[src/xmod_pkg.sv]
package xmod_pkg;

  localparam logic [4:0] REG_NONE = 5'd16;

  localparam logic [2:0] SEG_ES = 3'd0;
  localparam logic [2:0] SEG_CS = 3'd1;
  localparam logic [2:0] SEG_SS = 3'd2;
  localparam logic [2:0] SEG_DS = 3'd3;
  localparam logic [2:0] SEG_FS = 3'd4;
  localparam logic [2:0] SEG_GS = 3'd5;

  localparam logic [1:0] MOD_NODISP = 2'b00;
  localparam logic [1:0] MOD_DISP8  = 2'b01;
  localparam logic [1:0] MOD_DISP32 = 2'b10;
  localparam logic [1:0] MOD_REG    = 2'b11;

  localparam logic [2:0] RM_SIB  = 3'b100;
  localparam logic [2:0] RM_DISP = 3'b101;
  localparam logic [2:0] IDX_NONE = 3'b100;
  localparam logic [2:0] BASE_DISP = 3'b101;

  localparam logic [2:0] DISP_NONE = 3'd0;
  localparam logic [2:0] DISP_BYTE = 3'd1;
  localparam logic [2:0] DISP_DWORD = 3'd4;

  typedef enum logic [3:0] {
    SC_B     = 4'd0,
    SC_W     = 4'd1,
    SC_D     = 4'd2,
    SC_Q     = 4'd3,
    SC_V     = 4'd4,
    SC_Z     = 4'd5,
    SC_VD64  = 4'd6,
    SC_A     = 4'd7,
    SC_P     = 4'd8,
    SC_S     = 4'd9,
    SC_TBYTE = 4'd10,
    SC_ENV   = 4'd11,
    SC_STATE = 4'd12,
    SC_RVMW  = 4'd13
  } size_class_t;

  // ModRM fields with REX already qualified by mode
  typedef struct packed {
    logic [1:0] mod;
    logic [2:0] reg_f;
    logic [2:0] rm;
    logic       rex;
    logic       w;
    logic       r;
    logic       x;
    logic       b;
  } fields_t;

  typedef struct packed {
    logic [4:0] base;
    logic [4:0] index;
    logic [1:0] scale;
    logic [2:0] disp;
    logic       rip;
    logic [2:0] seg;
  } addr_t;

  function automatic fields_t split_fields(logic [7:0] modrm, logic rex_present,
                                           logic [3:0] wrxb, logic long_mode);
    fields_t f;
    logic    rex;
    rex = long_mode & rex_present;
    f.mod   = modrm[7:6];
    f.reg_f = modrm[5:3];
    f.rm    = modrm[2:0];
    f.rex   = rex;
    f.w     = rex & wrxb[3];
    f.r     = rex & wrxb[2];
    f.x     = rex & wrxb[1];
    f.b     = rex & wrxb[0];
    return f;
  endfunction

endpackage

[src/xmod_size.sv]
module xmod_size (
  input  logic [3:0] size_class,
  input  logic       w,
  input  logic       op16,
  input  logic       is_reg,
  input  logic       long_mode,
  output logic [6:0] bytes
);

  logic [6:0] size_v;

  assign size_v = w ? 7'd8 : (op16 ? 7'd2 : 7'd4);

  always_comb begin
    unique case (size_class)
      xmod_pkg::SC_B:     bytes = 7'd1;
      xmod_pkg::SC_W:     bytes = 7'd2;
      xmod_pkg::SC_D:     bytes = 7'd4;
      xmod_pkg::SC_Q:     bytes = 7'd8;
      xmod_pkg::SC_V:     bytes = size_v;
      xmod_pkg::SC_Z:     bytes = (!w && op16) ? 7'd2 : 7'd4;
      xmod_pkg::SC_VD64: begin
        if (w || (long_mode && !op16)) bytes = 7'd8;
        else if (op16)                 bytes = 7'd2;
        else                           bytes = 7'd4;
      end
      xmod_pkg::SC_A:     bytes = op16 ? 7'd4 : 7'd8;
      xmod_pkg::SC_P:     bytes = op16 ? 7'd4 : 7'd6;
      xmod_pkg::SC_S:     bytes = 7'd6;
      xmod_pkg::SC_TBYTE: bytes = 7'd10;
      xmod_pkg::SC_ENV:   bytes = op16 ? 7'd14 : 7'd28;
      xmod_pkg::SC_STATE: bytes = op16 ? 7'd94 : 7'd108;
      xmod_pkg::SC_RVMW:  bytes = is_reg ? size_v : 7'd2;
      default:            bytes = 7'd4;
    endcase
  end

endmodule

[src/xmod_addr.sv]
module xmod_addr (
  input  xmod_pkg::fields_t f,
  input  logic [7:0]        sib,
  input  logic              long_mode,
  input  logic              seg_ovr_valid,
  input  logic [2:0]        seg_ovr,
  output xmod_pkg::addr_t   a
);

  logic [3:0] sidx;
  logic [4:0] base;
  logic [4:0] index;
  logic [1:0] scale;
  logic [2:0] disp;
  logic       rip;
  logic       no_disp;

  assign sidx    = {f.x, sib[5:3]};
  assign no_disp = (f.mod == xmod_pkg::MOD_NODISP);

  always_comb begin
    base  = xmod_pkg::REG_NONE;
    index = xmod_pkg::REG_NONE;
    scale = 2'd0;
    disp  = xmod_pkg::DISP_NONE;
    rip   = 1'b0;
    if (f.rm == xmod_pkg::RM_SIB) begin
      scale = sib[7:6];
      // index 100 is "none" only with REX.X clear
      if (sidx != {1'b0, xmod_pkg::IDX_NONE}) index = {1'b0, sidx};
      if (no_disp && sib[2:0] == xmod_pkg::BASE_DISP) begin
        disp = xmod_pkg::DISP_DWORD;
      end else begin
        base = {1'b0, f.b, sib[2:0]};
      end
    end else if (no_disp && f.rm == xmod_pkg::RM_DISP) begin
      disp = xmod_pkg::DISP_DWORD;
      rip  = long_mode;
    end else begin
      base = {1'b0, f.b, f.rm};
    end
    if (f.mod == xmod_pkg::MOD_DISP8)       disp = xmod_pkg::DISP_BYTE;
    else if (f.mod == xmod_pkg::MOD_DISP32) disp = xmod_pkg::DISP_DWORD;
  end

  always_comb begin
    a.base  = base;
    a.index = index;
    a.scale = scale;
    a.disp  = disp;
    a.rip   = rip;
    priority if (seg_ovr_valid) begin
      a.seg = (seg_ovr <= xmod_pkg::SEG_GS) ? seg_ovr : xmod_pkg::SEG_DS;
    end else if (base == 5'd4 || base == 5'd5) begin
      a.seg = xmod_pkg::SEG_SS;
    end else begin
      a.seg = xmod_pkg::SEG_DS;
    end
  end

endmodule

[src/x86_modrm_operand_decode_unit.sv]
// Decodes one ModRM/SIB operand descriptor per item. An item passes an input
// register, one level of field decode and a result register. The decoded item
// moves on into the result register whenever no finished result is stalled.
// A new item is taken every cycle while the result side does not stall.
// While a finished result waits, the input register takes at most one more
// item and then stalls the input. cfg_wdata selects 64-bit decode (1) or
// 32-bit decode (0); write it only while no item is in flight.
module x86_modrm_operand_decode_unit (
  input  logic       clk,
  input  logic       rst_n,

  input  logic       cfg_we,
  input  logic       cfg_wdata,

  input  logic       in_valid,
  output logic       in_stall,
  input  logic [7:0] in_modrm,
  input  logic [7:0] in_sib,
  input  logic       in_rex_present,
  input  logic [3:0] in_rex_wrxb,
  input  logic       in_opsize_prefix,
  input  logic       in_seg_override_valid,
  input  logic [2:0] in_seg_override,
  input  logic [3:0] in_size_class,

  output logic       out_valid,
  input  logic       out_stall,
  output logic       out_is_register,
  output logic [3:0] out_rm_reg,
  output logic [3:0] out_reg_reg,
  output logic       out_high_byte_reg,
  output logic [4:0] out_base_reg,
  output logic [4:0] out_index_reg,
  output logic [1:0] out_scale_shift,
  output logic [2:0] out_disp_bytes,
  output logic       out_rip_relative,
  output logic [2:0] out_segment,
  output logic [6:0] out_operand_bytes
);

  logic long_mode_r;

  logic       s1_valid_r;
  logic [7:0] s1_modrm_r;
  logic [7:0] s1_sib_r;
  logic       s1_rex_r;
  logic [3:0] s1_wrxb_r;
  logic       s1_op16_r;
  logic       s1_ovr_valid_r;
  logic [2:0] s1_ovr_r;
  logic [3:0] s1_cls_r;

  logic out_valid_r;
  logic out_is_register_r;
  logic [3:0] out_rm_reg_r;
  logic [3:0] out_reg_reg_r;
  logic out_high_byte_reg_r;
  xmod_pkg::addr_t out_addr_r;
  logic [6:0] out_operand_bytes_r;

  logic s2_en;
  logic s1_en;
  logic in_take;

  xmod_pkg::fields_t f;
  xmod_pkg::addr_t   addr;
  logic [6:0]        bytes;
  logic              is_reg;
  logic              high;

  assign s2_en    = !out_valid_r || !out_stall;
  assign s1_en    = !s1_valid_r || s2_en;
  assign in_stall = !s1_en;
  assign in_take  = in_valid && s1_en;

  always_ff @(posedge clk) begin
    if (!rst_n) begin
      long_mode_r <= 1'b0;
    end else if (cfg_we) begin
      long_mode_r <= cfg_wdata;
    end
  end

  always_ff @(posedge clk) begin
    if (!rst_n) begin
      s1_valid_r <= 1'b0;
    end else if (s1_en) begin
      s1_valid_r <= in_valid;
    end
  end

  always_ff @(posedge clk) begin
    if (in_take) begin
      s1_modrm_r     <= in_modrm;
      s1_sib_r       <= in_sib;
      s1_rex_r       <= in_rex_present;
      s1_wrxb_r      <= in_rex_wrxb;
      s1_op16_r      <= in_opsize_prefix;
      s1_ovr_valid_r <= in_seg_override_valid;
      s1_ovr_r       <= in_seg_override;
      s1_cls_r       <= in_size_class;
    end
  end

  assign f      = xmod_pkg::split_fields(s1_modrm_r, s1_rex_r, s1_wrxb_r, long_mode_r);
  assign is_reg = (f.mod == xmod_pkg::MOD_REG);

  xmod_size u_size (
    .size_class (s1_cls_r),
    .w          (f.w),
    .op16       (s1_op16_r),
    .is_reg     (is_reg),
    .long_mode  (long_mode_r),
    .bytes      (bytes)
  );

  xmod_addr u_addr (
    .f             (f),
    .sib           (s1_sib_r),
    .long_mode     (long_mode_r),
    .seg_ovr_valid (s1_ovr_valid_r),
    .seg_ovr       (s1_ovr_r),
    .a             (addr)
  );

  // legacy AH..BH: byte operand, rm 4..7, no REX
  assign high = is_reg && (bytes == 7'd1) && !f.rex && f.rm[2];

  always_ff @(posedge clk) begin
    if (!rst_n) begin
      out_valid_r <= 1'b0;
    end else if (s2_en) begin
      out_valid_r <= s1_valid_r;
    end
  end

  always_ff @(posedge clk) begin
    if (s2_en && s1_valid_r) begin
      out_is_register_r   <= is_reg;
      out_rm_reg_r        <= {f.b, f.rm};
      out_reg_reg_r       <= {f.r, f.reg_f};
      out_high_byte_reg_r <= high;
      out_operand_bytes_r <= bytes;
      if (is_reg) begin
        out_addr_r.base  <= xmod_pkg::REG_NONE;
        out_addr_r.index <= xmod_pkg::REG_NONE;
        out_addr_r.scale <= 2'd0;
        out_addr_r.disp  <= xmod_pkg::DISP_NONE;
        out_addr_r.rip   <= 1'b0;
        out_addr_r.seg   <= xmod_pkg::SEG_DS;
      end else begin
        out_addr_r <= addr;
      end
    end
  end

  assign out_valid         = out_valid_r;
  assign out_is_register   = out_is_register_r;
  assign out_rm_reg        = out_rm_reg_r;
  assign out_reg_reg       = out_reg_reg_r;
  assign out_high_byte_reg = out_high_byte_reg_r;
  assign out_base_reg      = out_addr_r.base;
  assign out_index_reg     = out_addr_r.index;
  assign out_scale_shift   = out_addr_r.scale;
  assign out_disp_bytes    = out_addr_r.disp;
  assign out_rip_relative  = out_addr_r.rip;
  assign out_segment       = out_addr_r.seg;
  assign out_operand_bytes = out_operand_bytes_r;

endmodule

[config.mk]
export PLATFORM = sky130hd
export DESIGN_NAME = x86_modrm_operand_decode_unit
export DESIGN_NICKNAME = d
export VERILOG_FILES = /design/src/xmod_pkg.sv /design/src/xmod_size.sv /design/src/xmod_addr.sv /design/src/x86_modrm_operand_decode_unit.sv
export SDC_FILE = /design/constraint.sdc
export NUM_CORES = 1
export LEC_CHECK = 0
export ABC_AREA = 0
export BUFFER_PORTS_ARGS = -buffer_cell sky130_fd_sc_hd__buf_2
export CAP_MARGIN = 40
export CORE_MARGIN = 2
export CORE_UTILIZATION = 44
export DETAILED_ROUTE_END_ITERATION = 7
export PLACE_DENSITY_LB_ADDON = 0.08
export SLEW_MARGIN = 0
export SYNTH_ARGS = -nofsm -noshare
export SYNTH_HDL_FRONTEND = slang
export SYNTH_SLANG_ARGS = --single-unit
[constraint.sdc]
create_clock -name clk -period 3.6 [get_ports clk]
set_clock_uncertainty 0.15 [all_clocks]
set_input_delay 0.36 -clock clk [delete_from_list [all_inputs] [get_ports clk]]
set_output_delay 0.36 -clock clk [all_outputs]
set_load 0.005 [all_outputs]
==> results.ini, run 1 <==
[placed_design]
placed_area_um2 = 3127
hpwl_mm = 3.192
port_buffers = 72
place.gp.congestion = 0.7920

[clock_network]
cts.sinks = 68
ctsResizeCount = 0
cts_tree = yes
cts_made_buffers = 9
htreeDepth = 3
postCtsSetupBuffers = 0
ctsHoldBuffers = 0
root_buffer = clkbuf_8
cts.clk_slew.worst_paths_ns = 0.07
clkLatencyLatePin_ns = 0.33
clk_path_buf_depth = 2

[routing]
ant_nets = 0
postRouteWirelength_mm = 4.528
dr.pass1.iters = 4
drt_iter0_drc = 85
wl_per_cell_um = 13.68
routed_via_density = 4.885
vias = 1617
drc = 0

[setup_path]
rr_worst_depth = 4
max_stage_delay_ns = 0.56
critPathSlowestCell = edfxtp_1
startpoint_type = flip-flop
cp_cell_sequence = or2b_1, a311oi_1, a21oi_1, a21o_1
critical_path_class = reg -> reg
timing.rr.start = s1_cls_r[1]
rr_endpoint = out_operand_bytes[1]
r2r_slack_ns = 1.86
crit_arrival_ns = 1.67
crit_required_ns = 3.53
path_max_fanout = 13
cp-end-kind = flip-flop

[global_route]
grt_use_met3 = 0.05495
grt_usage = 0.1480
use_met1 = 0.1812
met2_usage = 0.2252
grt_pass1_wl_mm = 6.996
grt_pass1_vias = 1482
grt_max_degree = 31
busiest_layer = met2
grt_overflow = 0
antenna_found_initial = 0

[synthesis]
ys_ff_latch = 68
async_flop_share = 0
ys.flop_type = edfxtp_1
synth_compound_area_frac = 0.08407
syn_area_um2 = 2679
ys_types = 44
synthMuxAreaShare = 0.003737
synth_fa_ha_area_frac = 0
synth_top_family_by_area = simple AND/OR/NAND/NOR gates
syn_inst = 175
yosysWarningCount = 0
yosysSeqAreaShare = 0.7511
synthXorXnorAreaFrac = 0
synth_edf_count = 65
synthSimpleGateAreaFrac = 0.1266
syn-num-nets = 211
avgSynthCellArea_um2 = 15.31

[timing]
fmax_mhz = 575.3
drv_slew = 0
worstMarginPinSlew_ns = 0.5364
finalSetupTns_ns = 0
fin_crit_sh = 0.4829
max_slew_margin = 0.6415
setup_viol = 0
hold_viol = 0
post-route-min-period_ns = 1.738
rsz0062_at_grt = false

[power]
fin_total_pwr_mw = 1.626
peakVddDrop_v = 0.0003104
p_per_area_nw_per_um2 = 491.7
p_leak_nw = 1.311

[finish]
drive_above_1_share = 0.3828
syn_to_final_growth_pct = 23.45
final_nets = 288
diodes = 0
final_area_um2 = 3307

[run_status]
outcome = finished, final reports clean

[run]
cap_violations = 0

[floorplan]
die_y_um = 82.03
die_w_um = 82.03
ioPinCount = 74
placementRows = 28
core_um2 = 5886
dieArea_um2 = 6728
start_util = 0.4551

[min_path]
hold_depth = 1
min_from = in_size_class[1]
min_path_type = in -> reg
worstHoldEndpoint = s1_cls_r[1]

## report_power, final
part	total (mW)	switching (mW)	leakage (nW)	internal, mW
sequential	0.944	0.0286	0.637	0.915
clock	0.574	0.265	0.0923	0.310
combinational	0.108	0.0542	0.582	0.0535
total	1.63	0.348	1.31	1.28
## area by class of cell
class	count	area, µm²
inverter	9	33.78
clock inverter	6	56.30
sequential	68	2012
clock buffer	9	123.9
timing repair buffer	74	395.4
fill	523	2579
tap	75	93.84
multi-input combinational	90	591.8
## stage by stage
| step | cells | util | setup WS [ns] | hold WS, ns |
|---|---|---|---|---|
| 2_1_floorplan | 175 | - | 0.01752 | 0.2503 |
| 3_3_place_gp | 315 | 0.5266 | 1.682 | 0.2512 |
| 3_5_place_dp | 316 | 0.5313 | 1.872 | 0.2554 |
| 4_1_cts | 331 | 0.5619 | 1.858 | 0.03459 |
| 5_1_grt | 331 | 0.5619 | 1.749 | 0.02785 |
| 6_report | 331 | 0.5619 | 1.862 | 0.04863 |
## worst max-delay path by stage
stage                      from                    to  slack [ns]  cells after the start
detailed placement    s1_op16_r  out_operand_bytes[1]        1.87                      4
global route        s1_cls_r[3]  out_operand_bytes[2]        1.75                      4
floorplan             out_stall       out_base_reg[0]        0.02                      1
global placement      out_stall        out_segment[2]        1.68                      2
finish              s1_cls_r[1]  out_operand_bytes[1]        1.86                      4
CTS                   s1_op16_r  out_operand_bytes[1]        1.86                      4
## Yosys cell counts, types with 2 or more instances
cell type	instances	area share
edfxtp_1	65	0.73
nor3_1	5	0.0093
inv_1	9	0.013
buf_4	4	0.011
nand3_1	3	0.0056
nand3b_1	2	0.0056
o21ai_1	3	0.0056
and3b_1	2	0.0065
and3_1	6	0.014
nor2_1	9	0.013
nand2_1	5	0.0070
o211ai_1	3	0.0084
a31oi_1	4	0.0093
dfxtp_1	3	0.022
and2_1	5	0.012
a21oi_1	9	0.017
o21ai_0	3	0.0056
a21o_1	2	0.0056
buf_2	2	0.0037
nor2b_1	7	0.016
## worst max-delay path: cells and delay by family (launching register included)
family / cells / cell delay [ns]
AND/OR/NAND/NOR: 1 / 0.28
AO/OA/AOI/OAI: 3 / 0.50
flip-flops: 1 / 0.56
## cells in the final DEF, fill, tap and decap left out, types with 2 or more instances in the layout
cell	synthesis	layout
o21ai_1	3	3
a21oi_1	9	9
nor3_1	5	5
inv_1	9	9
buf_2	2	72
and3_1	6	6
nor2b_1	7	6
and2_1	5	5
o21ai_0	3	3
nand3b_1	2	2
o211ai_1	3	3
nand2_1	5	5
clkinv_2	0	3
a31oi_1	4	4
and3b_1	2	2
clkbuf_8	0	9
nor2_1	9	9
edfxtp_1	65	65
dfxtp_1	3	3
a21o_1	2	2
nand3_1	3	3
## metal layers
| metal | up-vias | wire length [µm] |
|---|---|---|
| met2 | 63 | 2086 |
| li1 | 804 | - |
| met4 | 0 | 87 |
| met1 | 741 | 2034 |
| met3 | 9 | 319 |
| met5 | - | 0 |
## cell families after synthesis
| kind of cell | Yosys count |
|---|---|
| and+or+nand+nor | 55 |
| muxes | 1 |
| DFF | 68 |
| AOI/OAI and AO/OA | 33 |
| other | 1 |
| buffers and inverters | 17 |
No activity file was read; power rests on OpenSTA's default activity.
==> run 2, diff against run 1 <==
==> constraint.sdc (replaced) <==
create_clock -name clk -period 1.7 [get_ports clk]
set_clock_uncertainty 0.15 [all_clocks]
set_input_delay 0.17 -clock clk [delete_from_list [all_inputs] [get_ports clk]]
set_output_delay 0.17 -clock clk [all_outputs]
set_load 0.005 [all_outputs]
==> results.ini, run 2 (synthesis gave the netlist of run 1 again) <==
[run_status]
outcome = finished, final reports clean  ; unchanged

[routing]
postRouteWirelength_mm = 4.895  ; was 4.528 mm
routed_via_density = 4.816  ; was 4.885
wl_per_cell_um = 13.09  ; was 13.68 µm
drt_iter0_drc = 103  ; was 85
drc = 0  ; unchanged
dr.pass1.iters = 4  ; unchanged
vias = 1801  ; was 1,617
ant_nets = 0  ; unchanged

[timing]
setup_slack_ns = 0.07984  ; was 1.862 ns
finalSetupTns_ns = 0  ; unchanged
drv_slew = 0  ; unchanged
fmax_mhz = 617.2  ; was 575.3 MHz
setup_viol = 0  ; unchanged
fin_crit_sh = 0.9530  ; was 0.4829
hold_viol = 0  ; unchanged
post-route-min-period_ns = 1.620  ; was 1.738 ns
rsz0062_at_grt = false  ; unchanged

[floorplan]
core_um2 = 5886  ; unchanged
placementRows = 28  ; unchanged
ioPinCount = 74  ; unchanged
dieArea_um2 = 6728  ; unchanged
start_util = 0.4551  ; unchanged
die_y_um = 82.03  ; unchanged
die_w_um = 82.03  ; unchanged

[power]
peakVddDrop_v = 0.0005472  ; was 0.0003104 V
p_per_area_nw_per_um2 = 948.4  ; was 491.7 nW/µm²
p_leak_nw = 1.505  ; was 1.311 nW

[global_route]
grt_overflow = 0  ; unchanged
grt_max_degree = 36  ; was 31
grt_pass1_wl_mm = 7.493  ; was 6.996 mm
antenna_found_initial = 0  ; unchanged
grt_usage = 0.1560  ; was 0.1480
grt_pass1_vias = 1640  ; was 1,482

[clock_network]
cts.clk_slew.worst_paths_ns = 0.07  ; about the same
clkLatencyLatePin_ns = 0.33  ; about the same
ctsResizeCount = 0  ; unchanged
root_buffer = clkbuf_8  ; unchanged
cts.sinks = 68  ; unchanged
cts_made_buffers = 9  ; unchanged
clk_path_buf_depth = 2  ; unchanged
htreeDepth = 3  ; unchanged
cts_tree = yes  ; unchanged

[setup_path]
crit_required_ns = 1.62  ; was 3.53 ns
crit_arrival_ns = 1.54  ; was 1.67 ns
max_stage_delay_ns = 0.61  ; was 0.56 ns
critical_path_class = reg -> reg  ; unchanged
startpoint_type = flip-flop  ; unchanged
cp-end-kind = flip-flop  ; unchanged
cp_cell_sequence = nor2_8, nand4_1, o21ai_0, a221o_1  ; was or2b_1, a311oi_1, a21oi_1, a21o_1
critPathSlowestCell = edfxtp_1  ; unchanged
path_buf_inv = 0  ; unchanged
crit_family = flip-flops  ; unchanged
path_max_fanout = 9  ; was 13

[finish]
final_area_um2 = 3725  ; was 3307 µm²
fin_util = 0.6329  ; was 0.5619
layout_common_cells = buf_2, edfxtp_1, dlygate4sd3_1  ; was buf_2, edfxtp_1
drive_above_1_share = 0.3579  ; was 0.3828
finalNonFillerCells = 374  ; was 331
fillCellCount = 446  ; was 523
diodes = 0  ; unchanged
final_nets = 331  ; was 288
syn_to_final_growth_pct = 39.05  ; was 23.45%
final_common_cell = buf_2  ; unchanged

[placed_design]
placed_area_um2 = 3197  ; was 3127 µm²
place.gp.congestion = 0.7760  ; was 0.7920
hpwl_mm = 3.316  ; was 3.192 mm
port_buffers = 72  ; unchanged
place_inst = 324  ; was 316
dp_slack_ns = 0.09728  ; was 1.872 ns

[min_path]
min_path_type = in -> reg  ; unchanged

[run]
cap_violations = 0  ; unchanged

-- run 2: worst paths after layout --
check,startpoint,to,slack (ns),depth (start not counted)
worst min register to register,s1_modrm_r[5],out_reg_reg[2],0.27,0
worst max register to register,s1_cls_r[3],out_operand_bytes[3],0.08,4
worst min-delay path,out_stall,out_valid,0.02,3
worst max-delay path,s1_cls_r[3],out_operand_bytes[3],0.08,4
-- run 2: tightest hold or removal path, cell delays in order --
cell	delay, ns
buf_2	0.12
a21oi_1	0.07
nor2b_1	0.10
-- run 2: per-layer routing --
layer  up-vias  GRT usage  wire length, µm
met2        65     0.2561             2312
met4         0    0.07500               81
met5         -          0                0
li1        897          -                -
met3        10    0.04505              304
met1       829     0.1890             2196
-- run 2: layout make-up --
type	count	area [µm²]	share of cell area
clock inverter	6	56.30	0.01512
multi-input combinational	90	596.8	0.1602
clock buffer	9	123.9	0.03326
sequential	68	2012	0.5401
tap	75	93.84	0.02519
inverter	9	33.78	0.009070
timing repair buffer	117	808.3	0.2170
-- run 2: repair_timing --
item / 4_1_cts / 5_1_grt
endpoints found under the hold margin: 33 / 0
buffers inserted: 0 / 1
setup endpoints to repair: 0 / 1
hold buffers: 34 / 0
-- run 2: power by group --
part / switching (mW) / total, mW / internal [mW] / leakage, nW
Combinational: 0.139 / 0.320 / 0.181 / 0.776
Sequential: 0.0497 / 1.99 / 1.94 / 0.637
Clock: 0.570 / 1.23 / 0.656 / 0.0923
-- run 2: stage by stage --
step | hold slack, ns | power (mW)
2_1_floorplan | 0.1189 | 2.149
3_3_place_gp | 0.1961 | 2.278
3_5_place_dp | 0.1981 | 2.285
4_1_cts | 0.01494 | 3.560
5_1_grt | 0.04767 | 3.669
6_report | 0.01782 | 3.533
==> run 3, diff against run 2 <==
==> constraint.sdc (replaced) <==
create_clock -name clk -period 1.7 [get_ports clk]
set_clock_uncertainty 0.15 [all_clocks]
set_input_delay 0.085 -clock clk [delete_from_list [all_inputs] [get_ports clk]]
set_output_delay 0.085 -clock clk [all_outputs]
set_load 0.005 [all_outputs]
==> results.ini, run 3 (synthesis gave the netlist of run 1 again) <==
[placed_design]
port_buffers = 72  ; unchanged
dp_slack_ns = 0.09728  ; unchanged
placed_area_um2 = 3197  ; unchanged
place_inst = 324  ; unchanged
place.gp.congestion = 0.7760  ; unchanged
hpwl_mm = 3.316  ; unchanged

[clock_network]
clkLatencyLatePin_ns = 0.33  ; about the same
htreeDepth = 3  ; unchanged
cts.sinks = 68  ; unchanged
cts_tree = yes  ; unchanged
cts.clk_slew.worst_paths_ns = 0.07  ; about the same
clk_path_buf_depth = 2  ; unchanged
ctsResizeCount = 0  ; unchanged
root_buffer = clkbuf_8  ; unchanged
cts_made_buffers = 9  ; unchanged

[setup_path]
crit_family = buffers and inverters  ; was flip-flops
critPathSlowestCell = dlygate4sd3_1  ; was edfxtp_1
timing.rr.start = s1_cls_r[3]  ; unchanged
crit_arrival_ns = 1.71  ; was 1.54 ns
max_stage_delay_ns = 0.54  ; was 0.61 ns
path_max_fanout = 3  ; was 9
critical_path_class = in -> reg  ; was reg -> reg
cp_common_cell = dlygate4sd3_1
path_buf_inv = 3  ; was 0
cp_cell_sequence = dlygate4sd3_1, buf_2, and3_1, o21a_1, dlygate4sd3_1  ; was nor2_8, nand4_1, o21ai_0, a221o_1
setup.worst_path.start = out_stall  ; was s1_cls_r[3]
cp-end-kind = flip-flop  ; unchanged
startpoint_type = input port  ; was flip-flop
crit_required_ns = 1.77  ; was 1.62 ns

[timing]
fin_crit_sh = 0.9632  ; was 0.9530
finalSetupTns_ns = 0  ; unchanged
drv_slew = 0  ; unchanged
hold_viol = 0  ; unchanged
holdWs_ns = 0.2727  ; was 0.01782 ns
post-route-min-period_ns = 1.637  ; was 1.620 ns
setup_slack_ns = 0.06259  ; was 0.07984 ns
setup_viol = 0  ; unchanged
rsz0062_at_grt = false  ; unchanged
fmax_mhz = 610.7  ; was 617.2 MHz

[routing]
drt_iter0_drc = 80  ; was 103
wl_per_cell_um = 13.05  ; was 13.09 µm
drc = 0  ; unchanged
routed_via_density = 4.811  ; was 4.816
ant_nets = 0  ; unchanged
dr.pass1.iters = 4  ; unchanged
vias = 1804  ; was 1,801
postRouteWirelength_mm = 4.894  ; was 4.895 mm

[global_route]
grt_overflow = 0  ; unchanged
grt_max_degree = 36  ; unchanged
antenna_found_initial = 0  ; unchanged
grt_pass1_vias = 1635  ; was 1,640
grt_usage = 0.1557  ; was 0.1560
grt_pass1_wl_mm = 7.479  ; was 7.493 mm

[min_path]
min_from = s1_modrm_r[5]  ; was out_stall
min_path_type = reg -> reg  ; was in -> reg

[finish]
layout_common_cells = buf_2, edfxtp_1, dlygate4sd3_1  ; unchanged
fillCellCount = 445  ; was 446
final_area_um2 = 3735  ; was 3725 µm²
diodes = 0  ; unchanged
syn_to_final_growth_pct = 39.42  ; was 39.05%
final_common_cell = buf_2  ; unchanged
final_nets = 332  ; was 331
finalNonFillerCells = 375  ; was 374
drive_above_1_share = 0.3567  ; was 0.3579

[power]
p_leak_nw = 1.509  ; was 1.505 nW
p_per_area_nw_per_um2 = 946.1  ; was 948.4 nW/µm²
peakVddDrop_v = 0.0005472  ; about the same

[floorplan]
die_y_um = 82.03  ; unchanged
placementRows = 28  ; unchanged
core_um2 = 5886  ; unchanged
start_util = 0.4551  ; unchanged
die_w_um = 82.03  ; unchanged
ioPinCount = 74  ; unchanged
dieArea_um2 = 6728  ; unchanged

[run]
cap_violations = 0  ; unchanged

[run_status]
outcome = finished, final reports clean  ; unchanged

==> run 3: changes by cell type in the layout (fill, tap and decap cells not counted), sizes merged <==
cell / delta
dlygate4sd3: +1
==> run 3: layout make-up <==
class | count | area, µm² | share of cell area
Sequential cell | 68 | 2012 | 0.5387
Inverter | 9 | 33.78 | 0.009045
Tap cell | 75 | 93.84 | 0.02513
Multi-Input combinational cell | 90 | 596.8 | 0.1598
Clock buffer | 9 | 123.9 | 0.03317
Timing Repair Buffer | 118 | 818.3 | 0.2191
Clock inverter | 6 | 56.30 | 0.01508
==> run 3: layer usage <==
layer	part of all wire	track usage	vias to the layer above
li1	-	-	900
met1	0.45	0.1875	829
met2	0.47	0.2569	65
met5	0	0	-
met3	0.061	0.04505	10
met4	0.017	0.07500	0
==> run 3: path summary, 6_finish.rpt <==
kind	end	slack [ns]	depth (start not counted)
worst max-delay path	s1_valid_r	0.06	5
worst min-delay path	out_reg_reg[2]	0.27	0
worst max register to register	out_operand_bytes[3]	0.08	4
worst min register to register	out_reg_reg[2]	0.27	0
==> run 3: what timing repair did <==
item / 4_1_cts / 5_1_grt
endpoints found under the hold margin: 33 / 0
buffers inserted: 0 / 1
hold buffers: 35 / 0
setup endpoints to repair: 0 / 1
==> run 3: power by group <==
group / internal (mW) / leakage [nW] / switching, mW
registers: 1.94 / 0.637 / 0.0497
logic: 0.182 / 0.780 / 0.139
clock network: 0.656 / 0.0923 / 0.569
total: 2.78 / 1.51 / 0.758
==> run 3: through the flow <==
stage                     power (mW)  utilization
after floorplan                2.149            -
after detailed placement       2.285       0.5432
final                          3.534       0.6346
after global placement         2.278       0.5432
after CTS                      3.561       0.6333
after global routing           3.671       0.6346
